$ cat src/hdl/bvod_pkg.sv
// ----------------------------------------------------------------------------
// Bass voice package
// Shared types, constants, the sine table builder and the control store of
// the microcoded sequencer.
// ----------------------------------------------------------------------------
package bvod_pkg;

  // Table size of the sine ROM; a power of two between 64 and 4096.
  localparam int unsigned DEF_TABLE_SIZE = 1024;

  // Sample and arithmetic widths.
  localparam int unsigned XW     = 16;  // raw and decayed samples
  localparam int unsigned SUMW   = 18;  // x + 2*x1 + x2
  localparam int unsigned YW     = 18;  // filter output, Q2.15
  localparam int unsigned COEFW  = 25;  // Q4.20 coefficients
  localparam int unsigned MULW   = 29;  // multiplier operands
  localparam int unsigned PRODW  = 2 * MULW;
  localparam int unsigned ACCW   = 46;  // biquad accumulator, Q.35
  localparam int unsigned CNTW   = 24;  // sample countdown
  localparam int unsigned DCNTW  = 13;  // countdown width below the decay span

  // Linear decay over the last samples of a note.
  localparam logic [CNTW-1:0] DECAY_SPAN = 24'd5000;
  // Reciprocal of the decay span, scaled by 2^40 and rounded up, so that
  // floor(m * DECAY_RECIP / 2^40) equals floor(m / 5000) for every product.
  localparam int unsigned RECIP_SHIFT = 40;
  localparam logic [27:0] DECAY_RECIP =
    28'(((64'd1 << RECIP_SHIFT) + 64'd4999) / 64'd5000);

  // Sawtooth midpoint and output saturation bounds.
  localparam logic signed [XW-1:0]  SAW_HALF   = 16'sd16384;
  localparam logic signed [ACCW-21:0] SAMPLE_MAX = 26'sd131071;
  localparam logic signed [ACCW-21:0] SAMPLE_MIN = -26'sd131072;
  localparam logic signed [ACCW-1:0] ROUND_HALF = 46'sd524288;

  // Fixed-point angles for building the sine table, Q30.
  localparam logic [63:0] PI_Q30      = 64'd3373259426;
  localparam logic [63:0] HALF_PI_Q30 = 64'd1686629713;
  localparam logic [63:0] TWO_PI_Q30  = 64'd6746518852;

  // Request codes.
  localparam logic [1:0] REQ_TICK   = 2'd0;
  localparam logic [1:0] REQ_NOTE   = 2'd1;
  localparam logic [1:0] REQ_LEN    = 2'd2;
  localparam logic [1:0] REQ_UNUSED = 2'd3;

  // Configuration register indexes.
  localparam int unsigned CFG_IW = 3;
  localparam int unsigned CFG_DW = 25;
  localparam logic [CFG_IW-1:0] REG_WAVEFORM = 3'd0;
  localparam logic [CFG_IW-1:0] REG_COEF_A0  = 3'd1;
  localparam logic [CFG_IW-1:0] REG_COEF_B1  = 3'd2;
  localparam logic [CFG_IW-1:0] REG_COEF_B2  = 3'd3;
  localparam logic [CFG_IW-1:0] REG_SPT      = 3'd4;

  // Beat payloads.
  typedef struct packed {
    logic [1:0]  req_type;
    logic [31:0] phase_inc;
    logic [7:0]  length_ticks;
  } in_beat_t;

  typedef struct packed {
    logic signed [YW-1:0] sample_out;
    logic                 voice_active;
  } out_beat_t;

  // Configuration register file contents.
  typedef struct packed {
    logic                    waveform;
    logic signed [COEFW-1:0] coef_a0;
    logic signed [COEFW-1:0] coef_b1;
    logic signed [COEFW-1:0] coef_b2;
    logic [15:0]             samples_per_tick;
  } cfg_t;

  // Control word fields.
  typedef logic [3:0] step_t;

  typedef enum logic [1:0] {
    J_NEVER,
    J_COUNT_ZERO,
    J_NO_DECAY
  } jump_cond_t;

  typedef enum logic [2:0] {
    MS_NONE,
    MS_LEN,
    MS_DECAY,
    MS_RECIP,
    MS_A0,
    MS_B1,
    MS_B2
  } mul_sel_t;

  typedef enum logic [1:0] {
    ACC_HOLD,
    ACC_LOAD,
    ACC_ADD
  } acc_op_t;

  typedef enum logic [2:0] {
    OP_NONE,
    OP_NOTE,
    OP_LEN_LOAD,
    OP_RAW,
    OP_DECAY,
    OP_COUNT_DEC,
    OP_FILT_OUT,
    OP_IDLE_OUT
  } dp_op_t;

  typedef struct packed {
    jump_cond_t jump;
    step_t      target;
    mul_sel_t   mul;
    acc_op_t    acc;
    dp_op_t     op;
    logic       last;
  } ucode_t;

  // Sequencer to datapath.
  typedef struct packed {
    logic   exec;
    ucode_t word;
  } ctrl_t;

  // Datapath to sequencer.
  typedef struct packed {
    logic count_zero;
    logic no_decay;
    logic out_full;
  } status_t;

  // Program addresses.
  localparam step_t ST_NOTE     = 4'd0;
  localparam step_t ST_LEN0     = 4'd1;
  localparam step_t ST_LEN1     = 4'd2;
  localparam step_t ST_TICK0    = 4'd3;
  localparam step_t ST_TICK1    = 4'd4;
  localparam step_t ST_TICK2    = 4'd5;
  localparam step_t ST_TICK3    = 4'd6;
  localparam step_t ST_TICK4    = 4'd7;
  localparam step_t ST_FILT0    = 4'd8;
  localparam step_t ST_FILT1    = 4'd9;
  localparam step_t ST_FILT2    = 4'd10;
  localparam step_t ST_FILT3    = 4'd11;
  localparam step_t ST_FILT4    = 4'd12;
  localparam step_t ST_IDLE_OUT = 4'd13;

  // Control store: one word per step.
  function automatic ucode_t ucode_word(input step_t step);
    ucode_t w;
    w = '{jump: J_NEVER, target: ST_NOTE, mul: MS_NONE, acc: ACC_HOLD,
          op: OP_NONE, last: 1'b1};
    case (step)
      ST_NOTE: begin
        w.op = OP_NOTE;
      end
      ST_LEN0: begin
        w.mul  = MS_LEN;
        w.last = 1'b0;
      end
      ST_LEN1: begin
        w.op = OP_LEN_LOAD;
      end
      ST_TICK0: begin
        w.jump   = J_COUNT_ZERO;
        w.target = ST_IDLE_OUT;
        w.last   = 1'b0;
      end
      ST_TICK1: begin
        w.op   = OP_RAW;
        w.last = 1'b0;
      end
      ST_TICK2: begin
        w.jump   = J_NO_DECAY;
        w.target = ST_FILT0;
        w.mul    = MS_DECAY;
        w.last   = 1'b0;
      end
      ST_TICK3: begin
        w.mul  = MS_RECIP;
        w.last = 1'b0;
      end
      ST_TICK4: begin
        w.op   = OP_DECAY;
        w.last = 1'b0;
      end
      ST_FILT0: begin
        w.op   = OP_COUNT_DEC;
        w.mul  = MS_A0;
        w.last = 1'b0;
      end
      ST_FILT1: begin
        w.acc  = ACC_LOAD;
        w.mul  = MS_B1;
        w.last = 1'b0;
      end
      ST_FILT2: begin
        w.acc  = ACC_ADD;
        w.mul  = MS_B2;
        w.last = 1'b0;
      end
      ST_FILT3: begin
        w.acc  = ACC_ADD;
        w.last = 1'b0;
      end
      ST_FILT4: begin
        w.op = OP_FILT_OUT;
      end
      ST_IDLE_OUT: begin
        w.op = OP_IDLE_OUT;
      end
      default: begin
        w.op = OP_NONE;
      end
    endcase
    return w;
  endfunction

  // Program entry for a request; an unknown code maps to the tick program.
  function automatic step_t entry_step(input logic [1:0] req);
    step_t s;
    case (req)
      REQ_NOTE: s = ST_NOTE;
      REQ_LEN:  s = ST_LEN0;
      default:  s = ST_TICK0;
    endcase
    return s;
  endfunction

  function automatic logic op_emits(input dp_op_t op);
    return (op == OP_FILT_OUT) || (op == OP_IDLE_OUT);
  endfunction

  // One sine table entry, half amplitude, built with a Q30 Taylor series.
  // Used only to build the constant table at elaboration.
  function automatic logic signed [XW-1:0] sine_entry(input int unsigned k,
                                                      input int unsigned aw);
    logic [63:0]        theta;
    logic [63:0]        x2;
    logic [63:0]        term;
    logic [63:0]        prodt;
    logic signed [63:0] sum;
    logic signed [63:0] v;
    logic               neg;
    theta = (TWO_PI_Q30 * 64'(k)) >> aw;
    neg   = 1'b0;
    if (theta >= PI_Q30) begin
      theta = theta - PI_Q30;
      neg   = 1'b1;
    end
    if (theta > HALF_PI_Q30) begin
      theta = PI_Q30 - theta;
    end
    x2   = (theta * theta) >> 30;
    term = theta;
    sum  = signed'(theta);
    for (int n = 1; n <= 7; n++) begin
      prodt = (term * x2) >> 30;
      case (n)
        1:       term = prodt / 64'd6;
        2:       term = prodt / 64'd20;
        3:       term = prodt / 64'd42;
        4:       term = prodt / 64'd72;
        5:       term = prodt / 64'd110;
        6:       term = prodt / 64'd156;
        default: term = prodt / 64'd210;
      endcase
      if (n[0]) begin
        sum = sum - signed'(term);
      end else begin
        sum = sum + signed'(term);
      end
    end
    if (sum < 0) begin
      sum = 0;
    end
    v = (sum + 64'sd32768) >>> 16;
    return neg ? XW'(-v) : XW'(v);
  endfunction

endpackage

$ cat src/hdl/bvod_seq.sv
// ----------------------------------------------------------------------------
// Bass voice sequencer
// Step counter over the control store, with conditional jumps and a hold
// on the output step while the result register is still full.
// ----------------------------------------------------------------------------
module bvod_seq (
  input  logic              clk,
  input  logic              rst,
  input  logic              start,
  input  logic [1:0]        start_req,
  input  bvod_pkg::status_t status,
  output logic              busy,
  output bvod_pkg::ctrl_t   ctrl
);
  import bvod_pkg::*;

  step_t  step;
  step_t  step_next;
  logic   busy_next;
  ucode_t word;
  logic   stall;
  logic   jump_taken;

  // Decode the current control word and pick the next step.
  always_comb begin
    word  = ucode_word(step);
    stall = busy && word.last && op_emits(word.op) && status.out_full;
    case (word.jump)
      J_COUNT_ZERO: jump_taken = status.count_zero;
      J_NO_DECAY:   jump_taken = status.no_decay;
      default:      jump_taken = 1'b0;
    endcase

    step_next = step;
    busy_next = busy;
    if (!busy) begin
      if (start) begin
        busy_next = 1'b1;
        step_next = entry_step(start_req);
      end
    end else if (!stall) begin
      if (word.last) begin
        busy_next = 1'b0;
      end else if (jump_taken) begin
        step_next = word.target;
      end else begin
        step_next = step + step_t'(1);
      end
    end

    ctrl.exec = busy && !stall;
    ctrl.word = word;
  end

  always_ff @(posedge clk) begin
    if (rst) begin
      busy <= 1'b0;
      step <= ST_NOTE;
    end else begin
      busy <= busy_next;
      step <= step_next;
    end
  end

endmodule

$ cat config.mk
export PLATFORM = sky130hd
export DESIGN_NAME = bvod_seq
export DESIGN_NICKNAME = d
export VERILOG_FILES = /design/src/hdl/bvod_pkg.sv /design/src/hdl/bvod_seq.sv
export SDC_FILE = /design/constraint.sdc
export NUM_CORES = 1
export LEC_CHECK = 0
export BUFFER_PORTS_ARGS = -buffer_cell sky130_fd_sc_hd__buf_2
export CAP_MARGIN = 20
export CORE_UTILIZATION = 50
export CTS_BUF_LIST = sky130_fd_sc_hd__clkbuf_2
export CTS_CLUSTER_SIZE = 25
export DETAILED_ROUTE_END_ITERATION = 7
export GPL_ROUTABILITY_DRIVEN = 0
export GPL_TIMING_DRIVEN = 0
export HOLD_SLACK_MARGIN = 0.08
export PLACE_DENSITY = 0.81
export SETUP_SLACK_MARGIN = 0.3
export SYNTH_ARGS = -nofsm -noshare
export SYNTH_HDL_FRONTEND = slang
export SYNTH_SLANG_ARGS = --single-unit
$ cat constraint.sdc
create_clock -name clk -period 2.9 [get_ports clk]
set_input_delay 0.435 -clock clk [delete_from_list [all_inputs] [get_ports clk]]
set_output_delay 0.435 -clock clk [all_outputs]
set_load 0.1 [all_outputs]
==> summary.txt <==
Status
  • Status: finished clean

Synth
  • Synth Cell Area: 694 um^2
  • Top cells by area, synth: dfxtp_1, ha_1, inv_1
  • Most common cell in the netlist: inv_1
  • Cell taking the most area after synthesis: dfxtp_1
  • Synth Net Count: ~110
  • Synthesis-stage register bit count: 5
  • Number of synthesized flops with an enable pin: 0
  • Post-Syn Area per Cell: 7.55 um^2
  • Cell count after synthesis: between 90 and 100
  • Yosys cell types: 39
  • Top cells by count, synth: inv_1, nor2_1, ha_1, nand2_1
  • YS warnings: 0
  • Ys async rst share: 0
  • Register area share after synthesis: 0.144
  • Main synth FF type: dfxtp_1
  • Post-synth top area share: 0.144

Timing
  • Final hold slack: 0.458 ns
  • Final setup margin: about 0.44 ns
  • Setup violators final: 0
  • Clock Skew: 0.00538 ns
  • Setup TNS: 0 ns
  • Min Clock Period, post-route: 2.46 ns
  • Tcrit/Tclk final: 0.850
  • RSZ-0062 raised after global routing: no
  • Fin. Hold Viols: 0
  • F_max: 406 MHz
  • Fin. max-slew vios: 0

Floorplanning
  • Rows: 13
  • Initial Utilization: 0.534
  • I/O pin count: 25
  • Core box area: 1300 um^2
  • Die width: 39.3 um
  • DIE AREA: around 1500 um^2
  • Die Height: 39.3 um

Critical path
  • Crit path buf inv count: 2
  • CP max FO: 9
  • Top cell by count, worst path: ha_1
  • Crit path kind: reg -> out
  • CP endpoint kind: primary output
  • Crit-path slowest cell: or3b_4
  • Worst stage delay on the critical path: between 0.4 and 0.5 ns
  • Crit path arrival time: a little over 2 ns
  • Delay-heaviest family, CP: simple AND/OR/NAND/NOR gates
  • CP cell instances: ha_1 -> clkbuf_8 -> or3b_4 -> ha_1 -> nor2_4 -> buf_4
  • Reg2reg setup slack: between 0.6 and 0.7 ns
  • Critical Path RT: 2.47 ns
  • Startpoint types: flop

Global route
  • Largest net degree at the start of global routing: 11
  • Vias in the first global route: 670
  • First-pass GRT wire length: 2.70 mm
  • Grt ovf: 0
  • GRT Total Usage: 0.255
  • Initial antenna violation count: 0

Clocking
  • Clk buf depth: 2
  • CTS H-tree depth: 1
  • CTS tree: built
  • Reg clk slew, reported paths: 0.06 ns
  • Worst-Skew Late Latency: 0.22 ns
  • CTS Hold Bufs: 0
  • Cts bufs inserted: 3
  • Clock Sinks: 5
  • Post-CTS Setup Inserts: 0
  • Clock Root Buffer: clkbuf_2

Cells and area
  • Ant diodes: 0
  • FILL cells: 97
  • Multi-input gate area: 586 um^2
  • Nets: between 100 and 150
  • Final Instance Area: approximately 1000 um^2
  • Final Util: 0.753
  • Fin cells: approximately 130
  • Register area: a little over 100 um^2
  • Share of layout cells above drive strength 1: 0.496
  • P&R area growth vs syn: 41.1%

Place
  • Dpl ws: 0.512 ns
  • Port bufs: 23
  • Dpl cells: 130
  • Placement Cell Area: 947 um^2
  • HPWL after DPL: 1.30 mm

Pwr
  • Maximum VDD drop: approximately 0.00037 V
  • P per Cell Area: about 400 nW/um^2
  • Final Power: 0.393 mW
  • Lkg Pwr: 0.442 nW

Flow run
  • Max Cap Viol: 0

Routing
  • Final wirelength: roughly 1.7 mm
  • DR DRC count: 0
  • Vias/cell: roughly 5.8
  • Post-DRT Antenna Nets: 0
  • Routed wire length per instance: ~13 um
  • DR pass1 iterations: 4
  • Routed via count: 774
  • DR iter-0 viols: 36

Min path
  • HP Class: in -> reg
-- layout make-up --
cell class / instances / area share
Multi-Input combinational cell: 65 / 0.598
Timing Repair Buffer: 23 / 0.125
Sequential cell: 5 / 0.105
Buffer: 10 / 0.0830
Inverter: 12 / 0.0498
Clock buffer: 4 / 0.0204
Tap cell: 15 / 0.0192
-- metal layers --
layer / GRT usage / vias to the layer above / share of wire
li1: - / 375 / -
met1: 0.309 / 367 / 0.44
met2: 0.450 / 32 / 0.50
met3: 0.0682 / 0 / 0.059
met4: 0.0431 / 0 / 0
met5: 0 / - / 0
-- placed cells by master, fill, tap and decap left out, drive strengths merged, types with 2 or more instances in the layout --
cell    instances
dfxtp           5
nand2           6
nor2            9
ha              8
clkbuf          7
a21oi           4
inv            11
o22ai           2
nand3           4
nand2b          2
buf            30
o21ai           6
o311ai          3
-- flip-flops by register name (all words and copies together), names as in the netlist --
name  cells
busy      1
step      4
-- power breakdown --
| group | switching, mW | internal, mW |
|---|---|---|
| Sequential | 0.00697 | 0.0749 |
| Combinational | 0.185 | 0.0613 |
| Clock | 0.0279 | 0.0365 |
-- worst paths after layout --
path,startpoint,to,depth (start not counted)
setup / recovery,step[1]$_SDFFE_PP0P_,ctrl[14],6
hold / removal,rst,busy$_SDFF_PP0_,2
setup reg to reg,step[1]$_SDFFE_PP0P_,step[3]$_SDFFE_PP0P_,8
hold reg to reg,step[0]$_SDFFE_PP0P_,step[0]$_SDFFE_PP0P_,2
-- logic make-up after synthesis --
| kind of cell | Yosys count | share of synthesized area |
|---|---|---|
| simple gates | 27 | 0.193 |
| fa+ha+maj | 8 | 0.144 |
| flops | 5 | 0.144 |
| other cells | 1 | 0.00540 |
| buf+inv | 22 | 0.164 |
| mux | 1 | 0.0144 |
| compound gates | 27 | 0.323 |
| xor+xnor | 1 | 0.0126 |
-- timing repair --
action | 4_1_cts | 5_1_grt
cloned | 0 | 0
setup endpoints to repair | 1 | 3
gates resized for setup | 1 | 3
Note: power is estimated with default switching activity, not from simulation.
